--- src/assert_macros.svh ---
// assertion macros for the rtl files
`ifndef ASSERT_MACROS_SVH
`define ASSERT_MACROS_SVH

// property that must hold at every clock edge out of reset
`define ASSERT_ALWAYS(lbl, clk, rst_n, expr, msg) \
    lbl: assert property (@(posedge clk) disable iff (!rst_n) (expr)) else $error(msg);

// consequent must hold in the cycle after the antecedent
`define ASSERT_NEXT(lbl, clk, rst_n, ante, cons, msg) \
    lbl: assert property (@(posedge clk) disable iff (!rst_n) (ante) |=> (cons)) else $error(msg);

`endif

--- src/pwfp_pkg.sv ---
// types, constants and frame helpers for the pulse width frame programmer
package pwfp_pkg;

    localparam int TICK_COUNT_WIDTH = 8;
    localparam int CFG_W            = 8;
    localparam int FRAME_LEN        = 38;
    localparam int POS_W            = 6;
    localparam int LEN_W            = (TICK_COUNT_WIDTH > CFG_W) ? TICK_COUNT_WIDTH : CFG_W;

    localparam logic [11:0] START_BITS = 12'b100000000001;
    localparam logic [11:0] END_BITS   = 12'b011111111110;
    localparam logic [TICK_COUNT_WIDTH-1:0] CNT_MAX = '1;

    localparam logic [7:0] RST_ZERO_HIGH = 8'd2;
    localparam logic [7:0] RST_ONE_HIGH  = 8'd60;
    localparam logic [7:0] RST_GAP_LOW   = 8'd20;
    localparam logic [1:0] RST_DUMMY     = 2'd2;

    typedef logic [TICK_COUNT_WIDTH-1:0] t_ticks;
    typedef logic [FRAME_LEN-1:0]        t_frame;

    typedef enum logic [1:0] {
        CFG_ZERO_HIGH = 2'd0,
        CFG_ONE_HIGH  = 2'd1,
        CFG_GAP_LOW   = 2'd2,
        CFG_DUMMY     = 2'd3
    } t_cfg_idx;

    typedef enum logic {
        KIND_TICK    = 1'b0,
        KIND_COMMAND = 1'b1
    } t_kind;

    typedef struct packed {
        logic [CFG_W-1:0] zero_high;
        logic [CFG_W-1:0] one_high;
        logic [CFG_W-1:0] gap_low;
        logic [1:0]       dummy;
    } t_cfg;

    typedef struct packed {
        logic line;
        logic busy;
        logic done;
        logic rejected;
    } t_result;

    // zero acts as one tick, lengths beyond the counter range saturate
    function automatic t_ticks clamp_len(logic [CFG_W-1:0] v);
        logic [LEN_W-1:0] ext;
        ext = LEN_W'(v);
        if (ext > LEN_W'(CNT_MAX)) ext = LEN_W'(CNT_MAX);
        if (ext == '0) ext = LEN_W'(1);
        return TICK_COUNT_WIDTH'(ext);
    endfunction

    // bit 0 of the result goes out first
    function automatic t_frame build_frame(logic [1:0] fc, logic [1:0] pc,
                                           logic [1:0] dummy, logic [7:0] val);
        logic [7:0] rev;
        for (int i = 0; i < 8; i++) rev[i] = val[7-i];
        return {END_BITS, rev, fc, pc, dummy, START_BITS};
    endfunction

endpackage

--- src/pwfp_sequencer.sv ---
// frame state and per-word bit timing of the pulse width frame programmer
module pwfp_sequencer (
    input  logic             i_clk,
    input  logic             i_rst_n,
    input  logic             i_step,
    input  logic             i_kind,
    input  logic [1:0]       i_function_code,
    input  logic [1:0]       i_parameter_code,
    input  logic [7:0]       i_value,
    input  pwfp_pkg::t_cfg    i_cfg,
    output pwfp_pkg::t_result o_res
);
    import pwfp_pkg::*;

    t_frame           r_frame, n_frame;
    logic [POS_W-1:0] r_pos, n_pos;
    logic             r_in_gap, n_in_gap;
    t_ticks           r_phase, n_phase;
    logic             r_sending, n_sending;
    t_ticks           w_len;
    t_result          w_res;

    always_comb begin
        n_frame   = r_frame;
        n_pos     = r_pos;
        n_in_gap  = r_in_gap;
        n_phase   = r_phase;
        n_sending = r_sending;
        w_res     = '0;
        if (r_in_gap) begin
            w_len = clamp_len(i_cfg.gap_low);
        end else begin
            w_len = clamp_len(r_frame[0] ? i_cfg.one_high : i_cfg.zero_high);
        end
        if (i_step) begin
            if (i_kind == KIND_COMMAND) begin
                if (r_sending) begin
                    w_res.rejected = 1'b1;
                end else begin
                    n_frame   = build_frame(i_function_code, i_parameter_code,
                                            i_cfg.dummy, i_value);
                    n_pos     = '0;
                    n_in_gap  = 1'b0;
                    n_phase   = '0;
                    n_sending = 1'b1;
                end
            end else if (r_sending) begin
                w_res.line = !r_in_gap;
                n_phase    = r_phase + t_ticks'(1);
                if (n_phase >= w_len) begin
                    n_phase = '0;
                    if (!r_in_gap) begin
                        n_in_gap = 1'b1;
                    end else begin
                        // gap over: move on to the next bit
                        n_in_gap = 1'b0;
                        n_frame  = {1'b0, r_frame[FRAME_LEN-1:1]};
                        n_pos    = r_pos + POS_W'(1);
                        if (n_pos >= POS_W'(FRAME_LEN)) begin
                            n_sending  = 1'b0;
                            n_pos      = '0;
                            w_res.done = 1'b1;
                        end
                    end
                end
            end
        end
        w_res.busy = n_sending;
    end

    always_ff @(posedge i_clk) begin
        if (!i_rst_n) begin
            r_frame   <= '0;
            r_pos     <= '0;
            r_in_gap  <= 1'b0;
            r_phase   <= '0;
            r_sending <= 1'b0;
        end else begin
            r_frame   <= n_frame;
            r_pos     <= n_pos;
            r_in_gap  <= n_in_gap;
            r_phase   <= n_phase;
            r_sending <= n_sending;
        end
    end

    assign o_res = w_res;

endmodule

--- src/pulse_width_frame_programmer_unit.sv ---
// Single-wire pulse width frame programmer. A command word loads a 38-bit
// frame (start bits, function/parameter/dummy field, value MSB first, end
// bits); tick words then drive the line, high for the zero or one length of
// each bit and low for the gap length. Every input word yields one result
// word; a word can be accepted in every cycle while o_stall is low, and
// an output register with a skid stage behind it lets the input side keep
// accepting while one result waits; o_stall rises only once the skid stage
// is full. Configuration writes take effect on the next word.
`include "assert_macros.svh"

module pulse_width_frame_programmer_unit (
    input  logic       i_clk,
    input  logic       i_rst_n,
    input  logic       i_cfg_we,
    input  logic [1:0] i_cfg_index,
    input  logic [7:0] i_cfg_data,
    input  logic       i_valid,
    output logic       o_stall,
    input  logic       i_kind,
    input  logic [1:0] i_function_code,
    input  logic [1:0] i_parameter_code,
    input  logic [7:0] i_value,
    output logic       o_valid,
    input  logic       i_stall,
    output logic       o_line_out,
    output logic       o_busy_res,
    output logic       o_frame_done,
    output logic       o_rejected
);
    import pwfp_pkg::*;

    t_cfg    r_cfg;
    t_result r_out, r_skid, w_res;
    logic    r_out_valid, r_skid_valid;
    logic    w_accept, w_taken;

    always_ff @(posedge i_clk) begin
        if (!i_rst_n) begin
            r_cfg.zero_high <= RST_ZERO_HIGH;
            r_cfg.one_high  <= RST_ONE_HIGH;
            r_cfg.gap_low   <= RST_GAP_LOW;
            r_cfg.dummy     <= RST_DUMMY;
        end else if (i_cfg_we) begin
            case (t_cfg_idx'(i_cfg_index))
                CFG_ZERO_HIGH: r_cfg.zero_high <= i_cfg_data;
                CFG_ONE_HIGH:  r_cfg.one_high  <= i_cfg_data;
                CFG_GAP_LOW:   r_cfg.gap_low   <= i_cfg_data;
                CFG_DUMMY:     r_cfg.dummy     <= i_cfg_data[1:0];
                default:       r_cfg           <= r_cfg;
            endcase
        end
    end

    assign o_stall  = r_skid_valid;
    assign w_accept = i_valid && !r_skid_valid;
    assign w_taken  = r_out_valid && !i_stall;

    pwfp_sequencer u_seq (
        .i_clk            (i_clk),
        .i_rst_n          (i_rst_n),
        .i_step           (w_accept),
        .i_kind           (i_kind),
        .i_function_code  (i_function_code),
        .i_parameter_code (i_parameter_code),
        .i_value          (i_value),
        .i_cfg            (r_cfg),
        .o_res            (w_res)
    );

    // output word register with a skid stage behind it
    always_ff @(posedge i_clk) begin
        if (!i_rst_n) begin
            r_out_valid  <= 1'b0;
            r_skid_valid <= 1'b0;
        end else begin
            if (r_skid_valid) begin
                if (w_taken) begin
                    r_out_valid  <= 1'b1;
                    r_skid_valid <= 1'b0;
                end
            end else if (w_accept) begin
                if (r_out_valid && !w_taken) begin
                    r_skid_valid <= 1'b1;
                end else begin
                    r_out_valid <= 1'b1;
                end
            end else if (w_taken) begin
                r_out_valid <= 1'b0;
            end
        end
    end

    always_ff @(posedge i_clk) begin
        if (r_skid_valid) begin
            if (w_taken) r_out <= r_skid;
        end else if (w_accept) begin
            if (r_out_valid && !w_taken) begin
                r_skid <= w_res;
            end else begin
                r_out <= w_res;
            end
        end
    end

    assign o_valid      = r_out_valid;
    assign o_line_out   = r_out.line;
    assign o_busy_res   = r_out.busy;
    assign o_frame_done = r_out.done;
    assign o_rejected   = r_out.rejected;

    `ASSERT_ALWAYS(a_skid_behind_out, i_clk, i_rst_n, !r_skid_valid || r_out_valid, "skid word without output word")
    `ASSERT_NEXT(a_accept_lands, i_clk, i_rst_n, w_accept, r_out_valid, "accepted word did not reach output")
    `ASSERT_ALWAYS(a_reject_only_busy, i_clk, i_rst_n, !(w_accept && w_res.rejected) || w_res.busy, "reject while idle")

endmodule
--- config.mk ---
export PLATFORM = sky130hd
export DESIGN_NAME = pulse_width_frame_programmer_unit
export DESIGN_NICKNAME = d
export VERILOG_FILES = /design/src/pwfp_pkg.sv /design/src/pwfp_sequencer.sv /design/src/pulse_width_frame_programmer_unit.sv
export VERILOG_INCLUDE_DIRS = /design/src /design/src/src
export SDC_FILE = /design/constraint.sdc
export NUM_CORES = 1
export LEC_CHECK = 0
export BUFFER_PORTS_ARGS = -buffer_cell sky130_fd_sc_hd__buf_4
export CORE_MARGIN = 2
export CORE_UTILIZATION = 49
export CTS_BUF_LIST = sky130_fd_sc_hd__clkbuf_4 sky130_fd_sc_hd__clkbuf_8
export DETAILED_ROUTE_END_ITERATION = 10
export GPL_ROUTABILITY_DRIVEN = 1
export PLACE_DENSITY = 0.74
export SLEW_MARGIN = 40
export SYNTH_ARGS = -nofsm -noshare
export SYNTH_HDL_FRONTEND = slang
export SYNTH_SLANG_ARGS = --single-unit
--- constraint.sdc ---
create_clock -name i_clk -period 4.4 [get_ports i_clk]
set_input_delay 0.66 -clock i_clk [delete_from_list [all_inputs] [get_ports i_clk]]
set_output_delay 0.66 -clock i_clk [all_outputs]
set_load 0.02 [all_outputs]
Word level (Yosys, flattened, before mapping)
Index checks and enable logic that the tools add are counted.
- output and inout port bits: 6
- flip-flop bits (word level): 90
- input bits: 28
- logic and storage cells: 114
- mux-type cells: 56
- reduce and logical (&&, ||, !) cells: 25
- add/sub/neg operators: 2
- equality and inequality tests: 7
- $lt $le $gt $ge: 4
- bitwise operators: 1
- operator list (cell ; count):
    two-way mux 38 bit ; 5
    two-way mux 8 bit ; 12
    two-way mux 6 bit ; 6
    two-way mux 1 bit ; 29
    > comparator 8 bit (second input constant) ; 2
    zero test 8 bit ; 2
    two-way mux 4 bit ; 4
    AND reduction 3 bit ; 4
    nonzero test 2 bit ; 5
    adder 8 x 1 -> 8 bit (second input constant) ; 1
    greater-or-equal comparator 8 bit ; 1
    AND reduction 2 bit ; 4
    adder 6 x 1 -> 6 bit (second input constant) ; 1
    greater-or-equal comparator 6 bit (second input constant) ; 1
    AND reduction 5 bit ; 1
    == test 2 bit (second input constant) ; 2
    zero test 1 bit ; 4
    inequality test 2 bit (second input constant) ; 2
    AND reduction 4 bit ; 1
    logical AND 1 bit ; 3
    inequality test 3 bit (second input constant) ; 1
    == test 2 x 1 -> 1 bit (second input constant) ; 1
    zero test 2 bit ; 1
    inequality test 2 x 1 -> 1 bit (second input constant) ; 1
    inverter 1 bit ; 1

Longest topological paths before layout
Gate-level depths: netlist of the first run.
- word-level depth: 15
- mapped depth: 14
- mapped depth without buffers: 12

By module
From an unflattened synthesis of the first run, not the netlist that was laid out.
- cells, all modules: 475
- area total of the unflattened synthesis: 4546.9 um^2
- by module, submodules not included (module ; cells each ; area an instance (um^2) ; times used ; seq. area each (um^2)):
    pwfp_sequencer ; 346 ; 3116.7 ; 1 ; 1061.0
    pulse_width_frame_programmer_unit ; 129 ; 1430.1 ; 1 ; 800.8

Least setup slack after synthesis of the first run
No wires, ideal clock.
- kind: flip-flop to flip-flop
- start: register r_cfg[11] (netlist bit)
- end: register u_seq.r_phase[2]
- setup time: 57 ps
- path slack: 1288 ps
- clock period less this slack: 3112 ps
- arrival time: 3055 ps
- buffers on the path: 0
- data required time: 4343 ps
- stages on the path, launching flop included: 12
- path through: dfxtp_1 or4b_2 o22ai_1 a211oi_1 a21oi_1 ha_1 nand2b_1 a2111oi_4 o41ai_4 or3_2 nor3b_1 a21o_1
- longest elaborated chain between the ends: 11
- RTL lines (what ; RTL line ; RTL):
    start, declared ; pulse_width_frame_programmer_unit.sv:32 ; t_cfg r_cfg;
    start signal, assigned ; pulse_width_frame_programmer_unit.sv:49 ; default: r_cfg <= r_cfg;
    two-way mux 8 bit (*) ; pwfp_sequencer.sv:33 ; w_len = clamp_len(r_frame[0] ? i_cfg.one_high : i_cfg.zero_high);
    > comparator 8 bit ; pwfp_pkg.sv:52 ; if (ext > LEN_W'(CNT_MAX)) ext = LEN_W'(CNT_MAX);
    two-way mux 8 bit (*) ; pwfp_pkg.sv:52 ;
    two-way mux 8 bit (*) ; pwfp_sequencer.sv:30 ; if (r_in_gap) begin
    zero test 8 bit ; pwfp_pkg.sv:53 ; if (ext == '0) ext = LEN_W'(1);
    two-way mux 8 bit (*) ; pwfp_pkg.sv:53 ;
    two-way mux 8 bit (*) ; pwfp_sequencer.sv:30 ;
    greater-or-equal comparator 8 bit (*) ; pwfp_sequencer.sv:50 ; if (n_phase >= w_len) begin
    two-way mux 8 bit (*) ; pwfp_sequencer.sv:50 ;
    two-way mux 8 bit (*) ; pwfp_sequencer.sv:47 ; end else if (r_sending) begin
    two-way mux 8 bit (*) ; pwfp_sequencer.sv:36 ; if (i_kind == KIND_COMMAND) begin
    end signal, assigned ; pwfp_sequencer.sv:82 ; r_phase <= n_phase;
    end, declared ; pwfp_sequencer.sv:18 ; t_ticks r_phase, n_phase;
Every way passes the cells marked *; elsewhere a longest branch is shown, timed or not. The select of a mux whose other input is x is not followed.
A chain may end at the register's enable or synchronous reset.

Final worst setup path of the first run
- start: register r_cfg[11] (netlist bit)
- end: register u_seq.r_frame[28]
- longest elaborated chain between the ends: 10
- RTL lines (what ; RTL line ; RTL):
    two-way mux 8 bit (*) ; pwfp_sequencer.sv:33 ;
    > comparator 8 bit ; pwfp_pkg.sv:52 ;
    two-way mux 8 bit (*) ; pwfp_pkg.sv:52 ;
    two-way mux 8 bit (*) ; pwfp_sequencer.sv:30 ;
    zero test 8 bit ; pwfp_pkg.sv:53 ;
    two-way mux 8 bit (*) ; pwfp_pkg.sv:53 ;
    two-way mux 8 bit (*) ; pwfp_sequencer.sv:30 ;
    greater-or-equal comparator 8 bit (*) ; pwfp_sequencer.sv:50 ;
    nonzero test 2 bit (no source line) (*) ; n/a ;
    AND reduction 5 bit (no source line) (*) ; n/a ;
    end signal, assigned ; pwfp_sequencer.sv:79 ; r_frame <= n_frame;
    end, declared ; pwfp_sequencer.sv:15 ; t_frame r_frame, n_frame;
Marked as above.

==> impl_metrics.json, run 1 <==
{
  "synth_xor_area_share_pct": 1.43,
  "drc": 0,
  "hold_slack_ns": 0.468,
  "synth-simple-area-share_pct": 21.7,
  "final_cell_count_no_fill": 600,
  "yosysTopAreaCell": "dfxtp_1",
  "dp_hpwl_microns": 5590,
  "crit_path_start_kind": "register",
  "ys.flop_type": "dfxtp_1",
  "p_clk_share_pct": 31.7,
  "clk_pin_slew_ns": 0.08,
  "synth_compound_area_share_pct": 16.2,
  "reg2reg_depth": 12,
  "utilization_pct": 55.3,
  "hold_path.class": "reg -> reg",
  "setup_viol": 0,
  "synth_top_family_by_area": "simple AND/OR/NAND/NOR gates",
  "intPower_w": 0.00114,
  "cts_buffer_depth": 2,
  "p_seq_share_pct": 56.1,
  "ys_ff_latch": 89,
  "clock_sinks": 89,
  "critPathTopFamily": "compound AO/OA/AOI/OAI gates",
  "crit_fanout": 15,
  "cts_made_buffers": 9,
  "comb_power_share_pct": 12.3,
  "grt_pass1_vias": 3092,
  "synth_mux_area_share_pct": 9.89,
  "cp.buffers_inverters": 1,
  "power_density_nw_per_um2": 326,
  "antenna_found_initial": 0,
  "port_buffers": 33,
  "min_period_ns": 3.56,
  "cts_tree": "built",
  "synth_top_area_share_pct": 37.8,
  "tightest_slew_ns": 0.755,
  "status": "finished clean",
  "cts_hold_buf": 0,
  "crit_path_max_incr_delay_ns": 0.67,
  "synth_fa_ha_area_share_pct": 3.79,
  "gp_congestion": 0.809,
  "cp_cell_sequence": "or4b_2 > o22ai_1 > a211oi_1 > a21oi_1 > ha_1 > nand2b_1 > a2111oi_4 > o41ai_4 > o21ai_2 > buf_4 > nor3_1 > nor3b_1",
  "synth_area_sq_um": 4290,
  "fp.coreArea_sq_um": 8590,
  "crit_type": "reg -> reg",
  "dieWidth_microns": 97.5,
  "final_nets": 528,
  "postCtsSetupBuffers": 0,
  "drt_iter0_markers": 117,
  "yosys_warnings": 0,
  "synth_area_leaders": "dfxtp_1 (38%), mux2i_1 (9.1%), nand2_1 (5.8%)",
  "drive_gt1_share_pct": 13.4,
  "min_path_cells": 2,
  "die_area_sq_um": 9520,
  "dr.pass1.iters": 5,
  "htreeDepth": 3,
  "gr-total-overflow": 0,
  "routed-via-count": 3321,
  "p_leak_nw": 2.00,
  "r2r-start": "r_cfg[11]$_SDFFE_PN0P_",
  "dp.cells": 584,
  "switchingPower_w": 0.000412,
  "hold_violations": 0,
  "synth_top_cells_by_count": "dfxtp_1 (81), nand2_1 (66), mux2i_1 (39), nor2_1 (35), nand3_1 (22)",
  "hp-start": "u_seq.r_frame[6]$_SDFFE_PN0P_",
  "avgRoutedWirePerCell_microns": 13.4,
  "cts.repair.resized": 0,
  "synth.most_common_cell": "dfxtp_1",
  "arrival_ns": 3.83,
  "tns_ns": 0,
  "synth_fp_nets": 510,
  "switching_share_pct": 26.6,
  "io_pins": 34,
  "whs_endpoint": "u_seq.r_frame[6]$_SDFFE_PN0P_",
  "post-route-period-util_pct": 80.9,
  "row_count": 34,
  "grt_pass1_wl_microns": 13800,
  "ys_seq_area_share_pct": 43.4,
  "fmax_mhz": 281,
  "rsz0062_at_grt": "false",
  "crit_path_end_kind": "register",
  "grt_max_degree": 72,
  "viasPerCell": 5.54,
  "synth.avg_cell_area_sq_um": 9.14,
  "async_reset_ff_share_pct": 0,
  "grt.total_usage_pct": 17.2,
  "diodes": 0,
  "maxSlewViolCount": 0,
  "max-cap-violations": 0,
  "insertion_delay_ns": 0.35,
  "rrSetupSlack_ns": 0.84,
  "syn_inst": 469,
  "root_buffer": "clkbuf_8",
  "r2r_end": "u_seq.r_frame[28]$_SDFFE_PN0P_",
  "area_delta_synth_final_pct": 10.8,
  "synth_cell_types": 56,
  "start_util_pct": 49.9,
  "routed_wl_microns": 8050,
  "drtAntennaViolNets": 0,
  "worstPathRequired_ns": 4.67,
  "slowest_stage": "or4b_2",
  "vdd_ir_drop_max_uv": 201,
  "slew_headroom_pct": 49.6,
  "synth_edf_count": 8,
  "die-height_microns": 97.5,
  "fin_skew_ns": 0.00733,
  "power.total_w": 0.00155
}
-- per-stage QoR --
step / worst slack (ns) / cell area (sq um)
floorplan: 1.29 / 4290
global placement: 0.957 / 4580
detailed placement: 0.847 / 4580
CTS: 0.826 / 4750
global route: 0.611 / 4750
finish: 0.840 / 4750
-- how the worst max path moves through the flow --
| stage | startpoint | depth (start not counted) | slack [ns] | end |
|---|---|---|---|---|
| floorplan | r_cfg[11]$_SDFFE_PN0P_ | 11 | 1.29 | u_seq.r_phase[2]$_SDFFE_PN0P_ |
| global placement | r_cfg[11]$_SDFFE_PN0P_ | 12 | 0.96 | u_seq.r_frame[27]$_SDFFE_PN0P_ |
| detailed placement | r_cfg[11]$_SDFFE_PN0P_ | 12 | 0.85 | u_seq.r_frame[28]$_SDFFE_PN0P_ |
| CTS | r_cfg[11]$_SDFFE_PN0P_ | 12 | 0.83 | u_seq.r_frame[28]$_SDFFE_PN0P_ |
| global route | r_cfg[11]$_SDFFE_PN0P_ | 12 | 0.61 | u_seq.r_frame[28]$_SDFFE_PN0P_ |
| finish | r_cfg[11]$_SDFFE_PN0P_ | 12 | 0.84 | u_seq.r_frame[28]$_SDFFE_PN0P_ |
-- flip-flops by register name (all words and copies together), names as in the netlist, 4 cells and up --
signal / flops
r_cfg: 26
r_skid: 4
u_seq.r_frame: 37
u_seq.r_phase: 8
u_seq.r_pos: 6
-- cell families after synthesis --
| family | count (synthesis) |
|---|---|
| multiplexers | 42 |
| AO/OA/AOI/OAI | 89 |
| buffers and inverters | 38 |
| adder cells (fa/ha/maj) | 13 |
| AND/OR/NAND/NOR | 191 |
| flip-flops | 89 |
| XOR/XNOR | 7 |
-- cell type report --
type	count	area [sq um]
Timing Repair Buffer	38	285
Clock buffer	9	124
Fill cell	806	3840
Sequential cell	89	1860
Tap cell	108	135
Inverter	7	26.3
Multi-Input combinational cell	342	2270
Clock inverter	7	45.0
-- cell usage in the layout, fill, tap and decap left out, drive strengths merged, types with 4 or more instances in the layout --
master	synthesis	layout
nor3b	13	13
o211a	14	14
nand2b	6	6
a21boi	18	18
nor2b	14	14
nor3	15	15
o41ai	4	4
mux2i	39	39
o21ai	8	8
edfxtp	8	8
nand2	66	66
inv	7	8
nor2	35	35
dfxtp	81	81
a22o	4	4
nand3	23	23
a21oi	19	19
clkbuf	21	9
buf	10	38
xnor2	4	4
ha	13	13
-- power groups by stage --
| stage | clock, W | sequential [W] | combinational, W |
|---|---|---|---|
| after global routing | 0.000541 | 0.000874 | 0.000212 |
| after detailed placement | 0 | 0.000888 | 0.000191 |
| after CTS | 0.000506 | 0.000869 | 0.000192 |
| final | 0.000491 | 0.000869 | 0.000190 |
| after global placement | 0 | 0.000887 | 0.000186 |
| after floorplan | 0 | 0.000885 | 0.000136 |
-- worst reg2reg max path, cell delays in order (launching register included) --
cell       delay, ns
dfxtp_1         0.33
or4b_2          0.68
o22ai_1         0.17
a211oi_1        0.09
a21oi_1         0.17
ha_1            0.24
nand2b_1        0.17
a2111oi_4       0.41
o41ai_4         0.18
o21ai_2         0.53
buf_4           0.26
nor3_1          0.05
nor3b_1         0.21
-- per-layer routing --
metal	vias up	share of wire [%]	global-route usage, %	wire, microns
met2	49	47	28.3	3810
li1	1704	-	-	-
met4	0	0.84	3.74	68
met5	-	0	0	0
met3	7	3.2	4.89	260
met1	1561	49	22.4	3920
No activity file was read; power rests on OpenSTA's default activity.
==> run 2, diff against run 1 <==
Clock period 4.4 ns to 3.3 ns, I/O delays scaled along.
==> run 2 against run 1 <==
Effect of this change: power up 40%; count of clock-buffer cells in the layout unchanged; final cell count up 0.50%; utilization up 1.0 points; wire length up 2.6%; sequential power up 33%; clock power up 51%; combinational power up 40%; global-route usage up 0.51 points; critical path depth unchanged; critical path type unchanged.
==> impl_metrics.json, run 2 (same netlist as run 1, synthesis figures left out) <==
{
  "cp.buffers_inverters": 1,
  "cts_hold_buf": 0,
  "dp_hpwl_microns": 5790,
  "gr-total-overflow": 0,
  "hold_path.class": "in -> reg",
  "setup_viol": 0,
  "power.total_w": 0.00216,
  "power_density_nw_per_um2": 447,
  "drt_iter0_markers": 197,
  "crit_path_start_kind": "register",
  "avgRoutedWirePerCell_microns": 13.7,
  "tns_ns": 0,
  "drive_gt1_share_pct": 14.3,
  "die-height_microns": 97.5,
  "largest_reg_flops": 37,
  "cts_buffer_depth": 2,
  "routed-via-count": 3308,
  "cts_made_buffers": 9,
  "viasPerCell": 5.49,
  "grt_max_degree": 57,
  "gp_congestion": 0.849,
  "fillCellCount": 752,
  "status": "finished clean",
  "htreeDepth": 3,
  "start_util_pct": 49.9,
  "min_period_ns": 3.11,
  "layout_commonest_cell": "dfxtp_1",
  "crit_path_max_incr_delay_ns": 0.68,
  "crit_path_end_kind": "register",
  "drc": 0,
  "place_ws_ns": 0.00441,
  "fmax_mhz": 321,
  "critPathTopFamily": "simple AND/OR/NAND/NOR gates",
  "top_register": "u_seq.r_frame",
  "row_count": 34,
  "arrival_ns": 3.21,
  "slowest_stage": "or4b_2",
  "root_buffer": "clkbuf_8",
  "grt_pass1_vias": 3089,
  "reg.largest.list": "u_seq.r_frame (37), r_cfg (26), u_seq.r_phase (8)",
  "tightest_slew_ns": 0.624,
  "crit_fanout": 6,
  "dieWidth_microns": 97.5,
  "hold_violations": 0,
  "cts_tree": "built",
  "layout_setup_ws_ns": 0.189,
  "insertion_delay_ns": 0.35,
  "port_buffers": 33,
  "final_nets": 531,
  "rsz0062_at_grt": "false",
  "fp.coreArea_sq_um": 8590,
  "worstPathRequired_ns": 3.40,
  "cp_cell_sequence": "or4b_2 > o22ai_1 > a211oi_1 > a21oi_1 > ha_1 > nand2b_1 > a2111oi_4 > o41ai_4 > buf_4 > and2_2 > nand2_1 > o31ai_1",
  "area_delta_synth_final_pct": 12.8,
  "diodes": 0,
  "slew_headroom_pct": 58.2,
  "postCtsSetupBuffers": 0,
  "mostFrequentLayoutCells": "dfxtp_1 (81), nand2_1 (66), mux2i_1 (39), buf_4 (39), nor2_1 (35)",
  "p_leak_nw": 2.04,
  "vdd_ir_drop_max_uv": 290,
  "crit_type": "reg -> reg",
  "grt_pass1_wl_microns": 14100,
  "antenna_found_initial": 0,
  "maxSlewViolCount": 0,
  "die_area_sq_um": 9520,
  "fin_skew_ns": 0.00493,
  "drtAntennaViolNets": 0,
  "clock_sinks": 89,
  "post-route-period-util_pct": 94.3,
  "grt.total_usage_pct": 17.7,
  "clk_pin_slew_ns": 0.09,
  "max-cap-violations": 0,
  "routed_wl_microns": 8260,
  "dr.pass1.iters": 4,
  "io_pins": 34
}
[run 2: final timing paths]
path	from	to	slack [ns]	depth (start not counted)
worst max-delay path	r_cfg[11]$_SDFFE_PN0P_	o_frame_done$_DFFE_PP_	0.19	12
worst min-delay path	i_cfg_data[2]	r_cfg[12]$_SDFFE_PN1P_	0.37	3
worst max register to register	r_cfg[11]$_SDFFE_PN0P_	o_frame_done$_DFFE_PP_	0.19	12
worst min register to register	u_seq.r_frame[7]$_SDFFE_PN0P_	u_seq.r_frame[7]$_SDFFE_PN0P_	0.46	2
[run 2: timing repair]
item / in CTS / in global routing
setup endpoints to repair: 1 / 9
resized for setup: 1 / 2
pin swaps: 0 / 3
[run 2: area by class of cell]
cell class | count | area, sq um | area share (%)
clock inverters | 7 | 70.1 | 1.45
multi-input cells | 342 | 2290 | 47.3
flip-flops and latches | 89 | 1860 | 38.5
clock buffers | 9 | 124 | 2.56
repair buffers | 41 | 333 | 6.88
inverters | 7 | 26.3 | 0.543
well taps | 108 | 135 | 2.79
[run 2: layer usage]
layer	track usage, %	vias up	part of all wire [%]
met5	0	-	0
met4	5.24	0	0.77
met1	24.0	1530	47
li1	-	1708	-
met3	4.03	6	4.8
met2	28.1	64	47
[run 2: where the power goes]
| group | switching [W] | internal, W | total [W] |
|---|---|---|---|
| Combinational | 0.000140 | 0.000125 | 0.000266 |
| Clock | 0.000391 | 0.000349 | 0.000739 |
| Sequential | 0.0000286 | 0.00113 | 0.00116 |
[run 2: worst min-delay path: cells and delay by family]
| kind | cells | cell delay (ns) |
|---|---|---|
| buf+inv | 1 | 0.09 |
| mux | 1 | 0.05 |
| simple gates | 1 | 0.05 |
[run 2: stage by stage]
stage	cell area [sq um]	util, %	hold slack, ns	instances
floorplan	4290	-	0.430	469
global placement	4630	53.9	0.448	587
detailed placement	4630	53.9	0.457	587
CTS	4830	56.2	0.364	603
global route	4840	56.3	0.374	603
finish	4840	56.3	0.371	603
